==> src/rtl/core/dmge_pkg.sv <==
// Shared types, constants and table functions for the dot-matrix glyph emitter.
// No dependencies; used by every module under rtl/core.
`default_nettype none

package dmge_pkg;

    localparam int GLYPH_COLS   = 5;
    localparam int GLYPH_ROWS   = 7;
    localparam int GLYPH_DOTS   = GLYPH_COLS * GLYPH_ROWS;
    localparam int ADVANCE_CELLS = GLYPH_COLS + 1;
    localparam int ROW_W        = $clog2(GLYPH_ROWS);
    localparam int COL_W        = $clog2(GLYPH_COLS);
    localparam int CODE_W       = 8;
    localparam int XY_W         = 11;
    localparam int PITCH_W      = 4;
    localparam int RAD_W        = 3;
    localparam int INT_W        = 7;
    localparam int FONT_IDX_W   = 4;
    localparam int QUEUE_DEPTH  = 2;

    localparam logic [INT_W-1:0] GRID_INTENSITY_RST = 7'd45;

    localparam logic [CODE_W-1:0] CH_0       = 8'h30;
    localparam logic [CODE_W-1:0] CH_9       = 8'h39;
    localparam logic [CODE_W-1:0] CH_COLON   = 8'h3A;
    localparam logic [CODE_W-1:0] CH_SLASH   = 8'h2F;
    localparam logic [CODE_W-1:0] CH_DASH    = 8'h2D;
    localparam logic [CODE_W-1:0] CH_DOT     = 8'h2E;
    localparam logic [CODE_W-1:0] CH_PERCENT = 8'h25;

    localparam logic [FONT_IDX_W-1:0] FI_COLON   = 4'd10;
    localparam logic [FONT_IDX_W-1:0] FI_SLASH   = 4'd11;
    localparam logic [FONT_IDX_W-1:0] FI_DASH    = 4'd12;
    localparam logic [FONT_IDX_W-1:0] FI_DOT     = 4'd13;
    localparam logic [FONT_IDX_W-1:0] FI_PERCENT = 4'd14;
    localparam logic [FONT_IDX_W-1:0] FI_BLANK   = 4'd15;

    typedef logic [GLYPH_DOTS-1:0] t_glyph_bits;
    typedef logic [FONT_IDX_W-1:0] t_font_idx;

    typedef struct packed {
        t_glyph_bits        bits;
        logic [XY_W-1:0]    x0;
        logic [XY_W-1:0]    y0;
        logic [PITCH_W-1:0] pitch;
        logic [RAD_W-1:0]   ghost_r;
        logic [RAD_W-1:0]   lit_r;
    } t_glyph_desc;

    typedef struct packed {
        logic             busy;
        logic [ROW_W-1:0] row;
        logic [COL_W-1:0] col;
    } t_back_status;

    function automatic t_font_idx font_index(input logic [CODE_W-1:0] code);
        t_font_idx idx;
        logic [CODE_W-1:0] off;
        off = code - CH_0;
        if (code >= CH_0 && code <= CH_9) begin
            idx = off[FONT_IDX_W-1:0];
        end else begin
            unique case (code)
                CH_COLON:   idx = FI_COLON;
                CH_SLASH:   idx = FI_SLASH;
                CH_DASH:    idx = FI_DASH;
                CH_DOT:     idx = FI_DOT;
                CH_PERCENT: idx = FI_PERCENT;
                default:    idx = FI_BLANK;
            endcase
        end
        return idx;
    endfunction

    // Rows top to bottom, MSB first; bit 4 of each row is the left column.
    function automatic t_glyph_bits font_bits(input t_font_idx idx);
        t_glyph_bits b;
        unique case (idx)
            4'd0:       b = {5'h0E, 5'h11, 5'h13, 5'h15, 5'h19, 5'h11, 5'h0E};
            4'd1:       b = {5'h04, 5'h0C, 5'h04, 5'h04, 5'h04, 5'h04, 5'h0E};
            4'd2:       b = {5'h0E, 5'h11, 5'h01, 5'h06, 5'h08, 5'h10, 5'h1F};
            4'd3:       b = {5'h1E, 5'h01, 5'h01, 5'h0E, 5'h01, 5'h01, 5'h1E};
            4'd4:       b = {5'h02, 5'h06, 5'h0A, 5'h12, 5'h1F, 5'h02, 5'h02};
            4'd5:       b = {5'h1F, 5'h10, 5'h1E, 5'h01, 5'h01, 5'h11, 5'h0E};
            4'd6:       b = {5'h06, 5'h08, 5'h10, 5'h1E, 5'h11, 5'h11, 5'h0E};
            4'd7:       b = {5'h1F, 5'h01, 5'h02, 5'h04, 5'h08, 5'h08, 5'h08};
            4'd8:       b = {5'h0E, 5'h11, 5'h11, 5'h0E, 5'h11, 5'h11, 5'h0E};
            4'd9:       b = {5'h0E, 5'h11, 5'h11, 5'h0F, 5'h01, 5'h02, 5'h0C};
            FI_COLON:   b = {5'h00, 5'h00, 5'h04, 5'h00, 5'h04, 5'h00, 5'h00};
            FI_SLASH:   b = {5'h01, 5'h01, 5'h02, 5'h04, 5'h08, 5'h10, 5'h10};
            FI_DASH:    b = {5'h00, 5'h00, 5'h00, 5'h1F, 5'h00, 5'h00, 5'h00};
            FI_DOT:     b = {5'h00, 5'h00, 5'h00, 5'h00, 5'h00, 5'h00, 5'h04};
            FI_PERCENT: b = {5'h19, 5'h1A, 5'h04, 5'h0B, 5'h13, 5'h00, 5'h00};
            default:    b = '0;
        endcase
        return b;
    endfunction

    // max(pitch*30/100, 1)
    function automatic logic [RAD_W-1:0] ghost_radius(input logic [PITCH_W-1:0] p);
        logic [RAD_W-1:0] r;
        unique case (p)
            4'd0, 4'd1, 4'd2, 4'd3, 4'd4, 4'd5, 4'd6: r = 3'd1;
            4'd7, 4'd8, 4'd9:                          r = 3'd2;
            4'd10, 4'd11, 4'd12, 4'd13:                r = 3'd3;
            default:                                   r = 3'd4;
        endcase
        return r;
    endfunction

    // max(pitch*42/100, ghost + 1)
    function automatic logic [RAD_W-1:0] lit_radius(input logic [PITCH_W-1:0] p);
        logic [RAD_W-1:0] r;
        unique case (p)
            4'd0, 4'd1, 4'd2, 4'd3, 4'd4, 4'd5, 4'd6: r = 3'd2;
            4'd7, 4'd8, 4'd9:                          r = 3'd3;
            4'd10, 4'd11:                              r = 3'd4;
            4'd12, 4'd13, 4'd14:                       r = 3'd5;
            default:                                   r = 3'd6;
        endcase
        return r;
    endfunction

    // Bayer entry * 100 / 16, indexed by y[2:1], x[2:1]
    function automatic logic [INT_W-1:0] bayer_thr(input logic [1:0] y, input logic [1:0] x);
        logic [3:0] e;
        logic [INT_W-1:0] t;
        unique case ({y, x})
            4'h0: e = 4'd0;  4'h1: e = 4'd8;  4'h2: e = 4'd2;  4'h3: e = 4'd10;
            4'h4: e = 4'd12; 4'h5: e = 4'd4;  4'h6: e = 4'd14; 4'h7: e = 4'd6;
            4'h8: e = 4'd3;  4'h9: e = 4'd11; 4'hA: e = 4'd1;  4'hB: e = 4'd9;
            4'hC: e = 4'd15; 4'hD: e = 4'd7;  4'hE: e = 4'd13; default: e = 4'd5;
        endcase
        unique case (e)
            4'd0:  t = 7'd0;  4'd1:  t = 7'd6;  4'd2:  t = 7'd12; 4'd3:  t = 7'd18;
            4'd4:  t = 7'd25; 4'd5:  t = 7'd31; 4'd6:  t = 7'd37; 4'd7:  t = 7'd43;
            4'd8:  t = 7'd50; 4'd9:  t = 7'd56; 4'd10: t = 7'd62; 4'd11: t = 7'd68;
            4'd12: t = 7'd75; 4'd13: t = 7'd81; 4'd14: t = 7'd87; default: t = 7'd93;
        endcase
        return t;
    endfunction

endpackage

`default_nettype wire

==> src/rtl/core/dot_matrix_glyph_dither_emitter_unit.sv <==
// Top level of the 5x7 dot-matrix glyph emitter with dithered ghost grid.
// A transferred character passes through the descriptor queue, then the back-end dot walker and its output register.
// Each character gives 35 dots, one dot per cycle from the back-end dot walker while its output is empty or popped.
// Reset (synchronous, active low): queues empty, cursor 0, grid intensity 45.
// Instantiates dmge_front, dmge_queue and dmge_back; depends on dmge_pkg.
`default_nettype none

module dot_matrix_glyph_dither_emitter_unit #(
    parameter int QUEUE_DEPTH = dmge_pkg::QUEUE_DEPTH
) (
    input  wire logic                               i_clk,
    input  wire logic                               i_rst_n,
    input  wire logic                               push,
    output logic                                    full,
    input  wire logic [dmge_pkg::CODE_W-1:0]        i_char_code,
    input  wire logic                               i_new_string,
    input  wire logic signed [dmge_pkg::XY_W-1:0]   i_start_x,
    input  wire logic signed [dmge_pkg::XY_W-1:0]   i_row_y,
    input  wire logic [dmge_pkg::PITCH_W-1:0]       i_pitch,
    output logic                                    empty,
    input  wire logic                               pop,
    output logic signed [dmge_pkg::XY_W-1:0]        o_dot_x,
    output logic signed [dmge_pkg::XY_W-1:0]        o_dot_y,
    output logic [dmge_pkg::RAD_W-1:0]              o_radius,
    output logic                                    o_lit,
    output logic                                    o_draw,
    output logic                                    o_last,
    input  wire logic                               i_cfg_valid,
    output logic                                    o_cfg_ready,
    input  wire logic [dmge_pkg::INT_W-1:0]         i_cfg_data
);

    logic [dmge_pkg::INT_W-1:0] r_grid_intensity;
    dmge_pkg::t_glyph_desc      front_desc, q_desc;
    dmge_pkg::t_back_status     back_status;
    logic                       in_xfer, q_valid, q_rd;
    logic [dmge_pkg::XY_W-1:0]  dot_x, dot_y;

    assign o_cfg_ready = 1'b1;
    assign in_xfer     = push && !full;

    always_ff @(posedge i_clk) begin
        if (!i_rst_n) begin
            r_grid_intensity <= dmge_pkg::GRID_INTENSITY_RST;
        end else if (i_cfg_valid && o_cfg_ready) begin
            r_grid_intensity <= i_cfg_data;
        end
    end

    dmge_front u_front (
        .i_clk        (i_clk),
        .i_rst_n      (i_rst_n),
        .i_accept     (in_xfer),
        .i_char_code  (i_char_code),
        .i_new_string (i_new_string),
        .i_start_x    (i_start_x),
        .i_row_y      (i_row_y),
        .i_pitch      (i_pitch),
        .o_desc       (front_desc)
    );

    dmge_queue #(
        .DEPTH (QUEUE_DEPTH)
    ) u_queue (
        .i_clk     (i_clk),
        .i_rst_n   (i_rst_n),
        .i_wr      (push),
        .i_wr_data (front_desc),
        .o_full    (full),
        .i_rd      (q_rd),
        .o_valid   (q_valid),
        .o_rd_data (q_desc)
    );

    dmge_back u_back (
        .i_clk            (i_clk),
        .i_rst_n          (i_rst_n),
        .i_q_valid        (q_valid),
        .i_q_desc         (q_desc),
        .o_q_rd           (q_rd),
        .i_grid_intensity (r_grid_intensity),
        .i_pop            (pop),
        .o_empty          (empty),
        .o_dot_x          (dot_x),
        .o_dot_y          (dot_y),
        .o_radius         (o_radius),
        .o_lit            (o_lit),
        .o_draw           (o_draw),
        .o_last           (o_last),
        .o_status         (back_status)
    );

    assign o_dot_x = dot_x;
    assign o_dot_y = dot_y;

    a_lit_drawn: assert property (@(posedge i_clk) disable iff (!i_rst_n)
        (!empty && o_lit) |-> o_draw)
        else $error("lit dot not marked for drawing");

    a_walk_range: assert property (@(posedge i_clk) disable iff (!i_rst_n)
        back_status.busy |-> (back_status.row < dmge_pkg::ROW_W'(dmge_pkg::GLYPH_ROWS)
                              && back_status.col < dmge_pkg::COL_W'(dmge_pkg::GLYPH_COLS)))
        else $error("dot walker index out of range");

    a_no_idle_gap: assert property (@(posedge i_clk) disable iff (!i_rst_n)
        (!back_status.busy && q_valid) |=> back_status.busy)
        else $error("queued glyph not picked up by back end");

    a_last_wraps: assert property (@(posedge i_clk) disable iff (!i_rst_n)
        (pop && !empty && o_last && q_valid && $past(q_valid)) |-> back_status.busy)
        else $error("back end idle with glyph waiting after last dot");

endmodule

`default_nettype wire

==> src/rtl/core/dmge_front.sv <==
// Front end: font lookup, radius selection and cursor tracking per character.
// Depends on dmge_pkg.
`default_nettype none

module dmge_front (
    input  wire logic                          i_clk,
    input  wire logic                          i_rst_n,
    input  wire logic                          i_accept,
    input  wire logic [dmge_pkg::CODE_W-1:0]   i_char_code,
    input  wire logic                          i_new_string,
    input  wire logic [dmge_pkg::XY_W-1:0]     i_start_x,
    input  wire logic [dmge_pkg::XY_W-1:0]     i_row_y,
    input  wire logic [dmge_pkg::PITCH_W-1:0]  i_pitch,
    output dmge_pkg::t_glyph_desc              o_desc
);

    logic [dmge_pkg::XY_W-1:0] r_cursor_x;
    logic [dmge_pkg::XY_W-1:0] n_cursor_x;
    logic [dmge_pkg::XY_W-1:0] base_x;
    logic [dmge_pkg::XY_W-1:0] half_x;
    logic [dmge_pkg::XY_W-1:0] adv_x;

    assign base_x = i_new_string ? i_start_x : r_cursor_x;
    assign half_x = dmge_pkg::XY_W'(i_pitch >> 1);
    assign adv_x  = dmge_pkg::XY_W'(i_pitch) * dmge_pkg::XY_W'(dmge_pkg::ADVANCE_CELLS);
    assign n_cursor_x = base_x + adv_x;

    always_comb begin
        o_desc.bits    = dmge_pkg::font_bits(dmge_pkg::font_index(i_char_code));
        o_desc.x0      = base_x + half_x;
        o_desc.y0      = i_row_y + half_x;
        o_desc.pitch   = i_pitch;
        o_desc.ghost_r = dmge_pkg::ghost_radius(i_pitch);
        o_desc.lit_r   = dmge_pkg::lit_radius(i_pitch);
    end

    always_ff @(posedge i_clk) begin
        if (!i_rst_n) begin
            r_cursor_x <= '0;
        end else if (i_accept) begin
            r_cursor_x <= n_cursor_x;
        end
    end

endmodule

`default_nettype wire

==> src/rtl/core/dmge_queue.sv <==
// Short descriptor queue between front and back ends.
// Depends on dmge_pkg for the descriptor type.
`default_nettype none

module dmge_queue #(
    parameter int DEPTH = dmge_pkg::QUEUE_DEPTH
) (
    input  wire logic          i_clk,
    input  wire logic          i_rst_n,
    input  wire logic          i_wr,
    input  wire dmge_pkg::t_glyph_desc i_wr_data,
    output logic               o_full,
    input  wire logic          i_rd,
    output logic               o_valid,
    output dmge_pkg::t_glyph_desc o_rd_data
);

    localparam int PTR_W = (DEPTH > 1) ? $clog2(DEPTH) : 1;
    localparam int CNT_W = $clog2(DEPTH + 1);

    dmge_pkg::t_glyph_desc r_mem [DEPTH];
    logic [PTR_W-1:0] r_wr_ptr, r_rd_ptr;
    logic [CNT_W-1:0] r_count;
    logic             wr_en, rd_en;

    assign o_full    = r_count == CNT_W'(DEPTH);
    assign o_valid   = r_count != '0;
    assign wr_en     = i_wr && !o_full;
    assign rd_en     = i_rd && o_valid;
    assign o_rd_data = r_mem[r_rd_ptr];

    function automatic logic [PTR_W-1:0] ptr_inc(input logic [PTR_W-1:0] p);
        return (p == PTR_W'(DEPTH - 1)) ? '0 : p + PTR_W'(1);
    endfunction

    always_ff @(posedge i_clk) begin
        if (wr_en) begin
            r_mem[r_wr_ptr] <= i_wr_data;
        end
    end

    always_ff @(posedge i_clk) begin
        if (!i_rst_n) begin
            r_wr_ptr <= '0;
            r_rd_ptr <= '0;
            r_count  <= '0;
        end else begin
            if (wr_en) begin
                r_wr_ptr <= ptr_inc(r_wr_ptr);
            end
            if (rd_en) begin
                r_rd_ptr <= ptr_inc(r_rd_ptr);
            end
            if (wr_en && !rd_en) begin
                r_count <= r_count + CNT_W'(1);
            end else if (rd_en && !wr_en) begin
                r_count <= r_count - CNT_W'(1);
            end
        end
    end

endmodule

`default_nettype wire

==> src/rtl/core/dmge_back.sv <==
// Back end: walks the 35 dots of a glyph, one per cycle while the output is empty or popped, into the output register.
// Depends on dmge_pkg.
`default_nettype none

module dmge_back (
    input  wire logic                         i_clk,
    input  wire logic                         i_rst_n,
    input  wire logic                         i_q_valid,
    input  wire dmge_pkg::t_glyph_desc        i_q_desc,
    output logic                              o_q_rd,
    input  wire logic [dmge_pkg::INT_W-1:0]   i_grid_intensity,
    input  wire logic                         i_pop,
    output logic                              o_empty,
    output logic [dmge_pkg::XY_W-1:0]         o_dot_x,
    output logic [dmge_pkg::XY_W-1:0]         o_dot_y,
    output logic [dmge_pkg::RAD_W-1:0]        o_radius,
    output logic                              o_lit,
    output logic                              o_draw,
    output logic                              o_last,
    output dmge_pkg::t_back_status            o_status
);

    logic                             r_busy;
    logic                             r_ovld;
    logic [dmge_pkg::ROW_W-1:0]       r_row;
    logic [dmge_pkg::COL_W-1:0]       r_col;
    dmge_pkg::t_glyph_bits            r_bits;
    logic [dmge_pkg::XY_W-1:0]        r_x0, r_dx, r_dy;
    logic [dmge_pkg::PITCH_W-1:0]     r_pitch;
    logic [dmge_pkg::RAD_W-1:0]       r_ghost_r, r_lit_r;

    logic [dmge_pkg::XY_W-1:0]        r_out_x, r_out_y;
    logic [dmge_pkg::RAD_W-1:0]       r_out_rad;
    logic                             r_out_lit, r_out_draw, r_out_last;

    logic adv, row_end, glyph_end, load, dot_on, dot_draw;
    logic [dmge_pkg::XY_W-1:0] step;

    assign adv       = r_busy && (!r_ovld || i_pop);
    assign row_end   = r_col == dmge_pkg::COL_W'(dmge_pkg::GLYPH_COLS - 1);
    assign glyph_end = row_end && (r_row == dmge_pkg::ROW_W'(dmge_pkg::GLYPH_ROWS - 1));
    assign load      = i_q_valid && (!r_busy || (adv && glyph_end));
    assign o_q_rd    = load;
    assign step      = dmge_pkg::XY_W'(r_pitch);

    assign dot_on   = r_bits[dmge_pkg::GLYPH_DOTS-1];
    assign dot_draw = dot_on || (i_grid_intensity > dmge_pkg::bayer_thr(r_dy[2:1], r_dx[2:1]));

    always_ff @(posedge i_clk) begin
        if (!i_rst_n) begin
            r_busy <= 1'b0;
            r_ovld <= 1'b0;
            r_row  <= '0;
            r_col  <= '0;
        end else begin
            if (load) begin
                r_busy <= 1'b1;
            end else if (adv && glyph_end) begin
                r_busy <= 1'b0;
            end
            if (adv) begin
                r_ovld <= 1'b1;
            end else if (i_pop) begin
                r_ovld <= 1'b0;
            end
            if (load) begin
                r_row <= '0;
                r_col <= '0;
            end else if (adv) begin
                if (row_end) begin
                    r_col <= '0;
                    r_row <= r_row + dmge_pkg::ROW_W'(1);
                end else begin
                    r_col <= r_col + dmge_pkg::COL_W'(1);
                end
            end
        end
    end

    always_ff @(posedge i_clk) begin
        if (load) begin
            r_bits    <= i_q_desc.bits;
            r_x0      <= i_q_desc.x0;
            r_dx      <= i_q_desc.x0;
            r_dy      <= i_q_desc.y0;
            r_pitch   <= i_q_desc.pitch;
            r_ghost_r <= i_q_desc.ghost_r;
            r_lit_r   <= i_q_desc.lit_r;
        end else if (adv) begin
            r_bits <= r_bits << 1;
            if (row_end) begin
                r_dx <= r_x0;
                r_dy <= r_dy + step;
            end else begin
                r_dx <= r_dx + step;
            end
        end
        if (adv) begin
            r_out_x    <= r_dx;
            r_out_y    <= r_dy;
            r_out_rad  <= dot_on ? r_lit_r : r_ghost_r;
            r_out_lit  <= dot_on;
            r_out_draw <= dot_draw;
            r_out_last <= glyph_end;
        end
    end

    assign o_empty  = !r_ovld;
    assign o_dot_x  = r_out_x;
    assign o_dot_y  = r_out_y;
    assign o_radius = r_out_rad;
    assign o_lit    = r_out_lit;
    assign o_draw   = r_out_draw;
    assign o_last   = r_out_last;

    always_comb begin
        o_status.busy = r_busy;
        o_status.row  = r_row;
        o_status.col  = r_col;
    end

endmodule

`default_nettype wire

==> config.mk <==
export PLATFORM = sky130hd
export DESIGN_NAME = dot_matrix_glyph_dither_emitter_unit
export DESIGN_NICKNAME = d
export VERILOG_FILES = /design/src/rtl/core/dmge_pkg.sv /design/src/rtl/core/dot_matrix_glyph_dither_emitter_unit.sv /design/src/rtl/core/dmge_front.sv /design/src/rtl/core/dmge_queue.sv /design/src/rtl/core/dmge_back.sv
export SDC_FILE = /design/constraint.sdc
export NUM_CORES = 1
export LEC_CHECK = 0
export BUFFER_PORTS_ARGS = -buffer_cell sky130_fd_sc_hd__buf_2
export CORE_ASPECT_RATIO = 0.8
export CORE_MARGIN = 10
export CORE_UTILIZATION = 50
export DETAILED_ROUTE_END_ITERATION = 6
export GPL_TIMING_DRIVEN = 0
export PLACE_DENSITY = 0.79
export SLEW_MARGIN = 20
export SYNTH_ARGS = -nofsm -noshare
export SYNTH_HDL_FRONTEND = slang
export SYNTH_HIERARCHICAL = 1
export SYNTH_SLANG_ARGS = --single-unit
export TNS_END_PERCENT = 20
==> constraint.sdc <==
create_clock -name i_clk -period 11.2 [get_ports i_clk]
set_input_delay 0 -clock i_clk [delete_from_list [all_inputs] [get_ports i_clk]]
set_output_delay 0 -clock i_clk [all_outputs]
set_load 0.01 [all_outputs]
==> key figures, run 1 <==
Final layout
  – # fillers: 1961
  – Synthesis-to-layout area growth: 17.8%
  – Multi-input logic area: between 4000 and 5000 sq um
  – Share of layout cells above drive strength 1: between 15 and 20%
  – Post-route cell area: approximately 15000 sq um
  – Sequential cell area: just under 8000 sq um
  – Nets: roughly 1300
  – Inserted Diodes: 0

GRT
  – First-pass GRT wire length: between 40000 and 50000 microns
  – Gr usage total: between 10% and 20%
  – Pin count of the biggest net entering global routing: 45
  – Antenna violations before repair: 0
  – Vias in the first global route: approximately 8700
  – Total grt overflow: 0

Place
  – I/O Buffers: 72
  – DP Wirelength: just over 20000 microns
  – Area after DPL: ~14000 sq um
  – GPL Wtd Cong: 0.854

Setup path
  – Crit path launch type: flop
  – Setup CP Type: reg -> reg
  – Worst path arrival time: between 3 and 4 ns
  – Worst path required time: between 10 and 15 ns
  – Crit. End Element: flop
  – Max FO, Critical Path: 31

CTS
  – Sink Count: between 200 and 300
  – TritonCTS Buffers: 26
  – Clk Tree Root Cell: clkbuf_16
  – CTS Buffer Depth: 3
  – Clock Pin Slew Worst Setup and Hold Paths: roughly 0.060 ns
  – Cells resized by post-CTS repair: 0
  – TritonCTS clock tree: yes
  – Htree depth: 1
  – Worst-skew pair later-pin latency: approximately 0.52 ns

Yosys
  – Post-Syn Area: 13100 sq um
  – Net Count, Synth: 1157
  – Cell count after synthesis: between 1000 and 1500
  – Synthesis warning total: 6
  – Synthesized area per cell: between 10 and 15 sq um

Power and ir drop
  – Maximum vdd drop: ~0.00016 V
  – Pwr Density: between 200 and 300 nW/um^2
  – Static Leak: a little over 0.006 uW

Route
  – Drt drc: 0
  – Wirelength per Cell: 18.8 microns
  – First-pass DRT Iterations: 5
  – Antenna viol nets, final: 0
  – Routed WL: about 30000 microns
  – Via Count: a little under 9000
  – Iteration-0 DRC count of the detailed router: 887
  – Vias per inst: between 5 and 6

Timing
  – Minimum clock period: 3.03 ns
  – RSZ-0062 raised after global routing: false
  – Final Max Slew Viols: 0
  – Setup TNS: 0 ns
  – Worst-Margin Slew: between 1 and 1.5 ns
  – Period utilization: 27.1%
  – Relative slew slack: roughly 28%
  – Setup Skew: around 0.011 ns
  – Final setup fails: 0
  – Peak Freq: roughly 0.33 GHz
  – Final hold vios: 0

Floorplan
  – Core area: between 20000 and 30000 sq um
  – Initial core utilization: 51.3%
  – Chip height: ~160 microns
  – Die footprint: approximately 33000 sq um
  – Row count: 52
  – I/O Pins: between 70 and 80
  – DIE WIDTH: ~200 microns

Job
  – Max cap viols: 0

Min path
  – Worst hold path type: in -> reg

Run status
  – Status: complete, no violations
what timing repair did:
action,4_1_cts,5_1_grt
buffers inserted,0,0
hold buffers,48,0
hold endpoints to repair,59,0
cells in the final DEF (no fill, tap or decap), types with 31 or more instances in the layout:
master and instances:
o21ai_0 31, ha_1 49, inv_1 43, nand2_1 166
xnor2_1 31, dlygate4sd3_1 48, edfxtp_1 240, buf_2 89
dfxtp_1 31, nor2_1 56, a21oi_1 36, mux2_2 48
cell type report:
cell class	instances	area share [%]
clock buffers	38	4.83
plain buffers	50	1.93
flip-flops and latches	271	50.6
repair buffers	128	6.54
inverters	46	1.12
well taps	351	2.84
multi-input cells	688	31.3
clock inverters	10	0.833
worst max-delay path, stage by stage, from the launching register on:
cell and delay (ns):
dfxtp_1 0.34, inv_1 0.07, ha_1 0.19, nand4_1 0.15
o21ai_2 0.31, nand2_2 0.17, inv_2 0.11, buf_6 0.16
buf_4 0.40, o21ai_1 0.20, ha_1 0.36, or3_1 0.36
a21boi_1 0.15
through the flow:
stage | worst slack, ns | util (%) | power (uW) | cells | hold WS [ns]
5_1_grt | 7.95 | 60.5 | 4140 | 1582 | 0.0430
2_1_floorplan | 7.52 | - | 2570 | 1055 | 0.0619
4_1_cts | 8.21 | 60.5 | 3920 | 1582 | 0.00776
3_3_place_gp | 5.97 | 54.5 | 2890 | 1478 | 0.219
3_5_place_dp | 8.22 | 55.2 | 3000 | 1486 | 0.222
6_report | 8.17 | 60.5 | 3920 | 1582 | 0.0187
report_power, final:
group,leakage (uW),total [uW],internal (uW),switching (uW)
registers,0.00255,1670,1530,139
clock network,0.000427,897,532,364
logic,0.00307,1350,547,805
total,0.00604,3920,2610,1310
final timing paths:
path	startpoint	endpoint	slack [ns]	cells past startpoint
min	i_char_code[6]	u_queue/r_mem[0][49]$_DFFE_PP_	0.02	4
max	u_back/r_col[0]$_SDFFE_PP0P_	u_queue/r_count[1]$_SDFFE_PN0P_	8.17	12
max reg2reg	u_back/r_col[0]$_SDFFE_PP0P_	u_queue/r_count[1]$_SDFFE_PN0P_	8.17	12
min reg2reg	u_back/r_dy[10]$_DFFE_PP_	u_back/o_dot_y[10]$_DFFE_PP_	0.47	0
routing by layer:
metal / vias to the layer above / share of wire, % / global-route usage (%)
li1: 4123 / - / -
met1: 4323 / 45 / 24.5
met2: 313 / 48 / 29.1
met3: 34 / 5.9 / 2.19
met4: 0 / 1.5 / 3.64
met5: - / 0 / 0
state kept, by name, summed over array words and instances (netlist names), 2 cells and up, named ones only:
name,flops
r_grid_intensity,7
u_back/r_dy,11
u_queue/r_mem,134
u_back/r_pitch,4
u_front/r_cursor_x,11
u_back/o_radius,3
u_back/o_dot_y,11
u_back/r_ghost_r,3
u_back/r_col,3
u_back/r_bits,35
u_back/r_lit_r,3
u_back/r_row,3
u_queue/r_count,2
u_back/r_x0,11
u_back/o_dot_x,11
u_back/r_dx,11
Note: power is estimated with default switching activity, not from simulation.
==> inputs of run 2 (changes only) <==
- clock period: 11.2 -> 2.91 ns (I/O delays scaled with it)
==> run 2 against run 1 <==
Net effect: count of clock-buffer cells in the layout grew 4; hold slack lost 0.0044 ns; design area shrank 0.44%; clock skew shrank 0.0020 ns; largest power group unchanged; via count grew 0.17%; highest routed layer unchanged; critical endpoint is now u_queue/r_mem[0][20]$_DFFE_PP_; non-clock buffer count grew 2; sequential power grew to 3.9 times the previous value; global-route usage grew 0.25 points; first-iteration DRC count shrank 0.56%.
==> key figures, run 2 (synthesis gave the netlist of run 1 again) <==
Run status
  – Status: complete, no violations

Min path
  – Hold path start: i_start_x[3]
  – Worst hold path type: in -> reg
  – Worst Hold End: u_queue/r_mem[1][24]$_DFFE_PP_
  – Min-Delay Path Depth: 3

Final layout
  – Share of layout cells above drive strength 1: 18.2%
  – Highest-count cells in the layout ignoring fill and taps: edfxtp_1, nand2_1, buf_2
  – Nets: around 1300
  – Largest regs: u_queue/r_mem x134, u_back/r_bits x35
  – Multi-input logic area: 4860 sq um
  – Commonest non-fill, non-tap cell in the layout: edfxtp_1
  – Top reg by flops: u_queue/r_mem
  – Max FFs per register: 134
  – Sequential cell area: 7830 sq um
  – Inserted Diodes: 0
  – Non-filler cells, final: 1584
  – Synthesis-to-layout area growth: 17.3%
  – # fillers: between 1500 and 2000

Place
  – I/O Buffers: 72
  – DP Wirelength: between 20000 and 25000 microns
  – DP Worst Slack: -0.148 ns
  – GPL Wtd Cong: approximately 0.93
  – Placed Instances: roughly 1500

Setup path
  – R2R Path End: u_queue/r_count[1]$_SDFFE_PN0P_
  – Crit. End Element: flop
  – Max FO, Critical Path: 9
  – Cells on worst reg2reg path: 11
  – Crit path launch type: input pin
  – CP Depth: 11
  – Bufs and invs on worst path: 5
  – R2r startpoint: u_back/r_col[0]$_SDFFE_PP0P_
  – Worst path slowest cell: dlygate4sd3_1
  – Setup CP Type: in -> reg
  – Worst path required time: about 3.2 ns
  – CP Cell Sequence: dlygate4sd3_1 > buf_2 > clkinvlp_4 > buf_4 > fa_1 > nor2b_1 > nor2_1 > nor2_1 > nand3_1 > xnor2_1 > dlygate4sd3_1
  – Crit path max-delay family: buffers and inverters
  – Worst path max stage delay: between 0.5 and 0.6 ns
  – Worst path arrival time: approximately 3.1 ns
  – Reg2reg setup slack: between 0.2 and 0.25 ns

Floorplan
  – Die footprint: around 33000 sq um
  – I/O Pins: a little under 80
  – Chip height: 165 microns
  – Initial core utilization: about half
  – DIE WIDTH: roughly 200 microns
  – Core area: roughly 26000 sq um
  – Row count: 52

Timing
  – Minimum clock period: 2.81 ns
  – Hold Worst Slack: about 0.014 ns
  – Final setup fails: 0
  – Setup Skew: around 0.0090 ns
  – Final hold vios: 0
  – Worst-Margin Slew: 0.952 ns
  – Final worst slack: 0.101 ns
  – Peak Freq: ~0.36 GHz
  – Relative slew slack: 36.1%
  – Period utilization: between 90% and 100%
  – Final Max Slew Viols: 0

Route
  – First-pass DRT Iterations: 5
  – Antenna viol nets, final: 0
  – Iteration-0 DRC count of the detailed router: 882
  – Vias per inst: around 5.6
  – Routed WL: 30200 microns
  – Drt drc: 0
  – Via Count: about 8800
  – Wirelength per Cell: around 19 microns

CTS
  – Htree depth: 1
  – Sink Count: around 270
  – Clock Pin Slew Worst Setup and Hold Paths: around 0.060 ns
  – Worst-skew pair later-pin latency: between 0.5 and 0.6 ns
  – CTS Buffer Depth: 3
  – TritonCTS clock tree: yes
  – TritonCTS Buffers: 26
  – Clk Tree Root Cell: clkbuf_16

GRT
  – First-pass GRT wire length: ~48000 microns
  – Vias in the first global route: 8813
  – Antenna violations before repair: 0
  – Total grt overflow: 0
  – Gr usage total: between 10% and 20%
  – Pin count of the biggest net entering global routing: 47

Power and ir drop
  – Pwr Density: 961 nW/um^2
  – Static Leak: about 0.006 uW
  – Maximum vdd drop: between 0.0006 and 0.0007 V

Job
  – Max cap viols: 0
run 2: changes by cell type in the layout (fill, tap and decap cells not counted), moves of 2 or more:
cell,previous run,this run
dlygate4sd3_1,48,50
clkinvlp_4,0,3
buf_4,13,15
buf_8,2,4
buf_16,4,1
bufinv_16,3,0
clkbuf_1,20,23
run 2: power breakdown:
| group | switching, uW | total (uW) | internal (uW) |
|---|---|---|---|
| logic | 3130 | 5140 | 2010 |
| registers | 533 | 6430 | 5900 |
| clock network | 1390 | 3230 | 1840 |
run 2: layer usage:
metal  share of wire, %  GRT usage, %  up-vias  wire [microns]
met5                  0             0        -               0
met4                1.5          3.95        0             463
met3                6.2          2.23       36            1880
met2                 47          30.0      325           14300
met1                 45          24.4     4329           13500
li1                   -             -     4118               -
run 2: how the worst max path moves through the flow:
stage	start	end	slack, ns
final	i_pitch[2]	u_queue/r_mem[0][20]$_DFFE_PP_	0.10
after global placement	u_queue/r_count[0]$_SDFFE_PN0P_	u_queue/r_mem[0][47]$_DFFE_PP_	-0.75
after CTS	u_back/r_col[0]$_SDFFE_PP0P_	u_queue/r_count[1]$_SDFFE_PN0P_	0.05
after floorplan	u_back/r_col[0]$_SDFFE_PP0P_	u_back/r_bits[0]$_SDFFCE_PN0P_	0.26
after detailed placement	u_back/r_col[0]$_SDFFE_PP0P_	u_queue/r_count[1]$_SDFFE_PN0P_	-0.15
after global routing	i_pitch[2]	u_front/r_cursor_x[8]$_SDFFE_PN0P_	-0.004
run 2: through the flow:
stage	TNS (ns)	area [sq um]	power, uW	utilization, %
4_1_cts	0	15400	14800	60.0
3_5_place_dp	-0.188	14000	11500	54.9
2_1_floorplan	0	13100	9910	-
6_report	0	15400	14800	60.2
3_3_place_gp	-128.00	13900	11200	54.5
5_1_grt	-0.00414	15400	15700	60.2
run 2: tightest hold or removal path: stages:
cell,delay [ns]
buf_2,0.09
mux2_2,0.19
xnor2_1,0.14
run 2: layout make-up:
type                       count  share of cell area, %
timing repair buffer         131                   6.38
clock buffer                  42                   5.09
buffer                        49                   1.94
multi-input combinational    688                   31.5
inverter                      46                   1.15
tap                          351                   2.85
clock inverter                 6                  0.211
sequential                   271                   50.8
run 2: timing repair:
item,in CTS,in global routing
endpoints found under the setup margin,1,3
cloned,0,0
buffers inserted,0,3
hold buffers,50,0
hold endpoints to repair,55,0
pin swaps,0,0
gates resized for setup,0,7
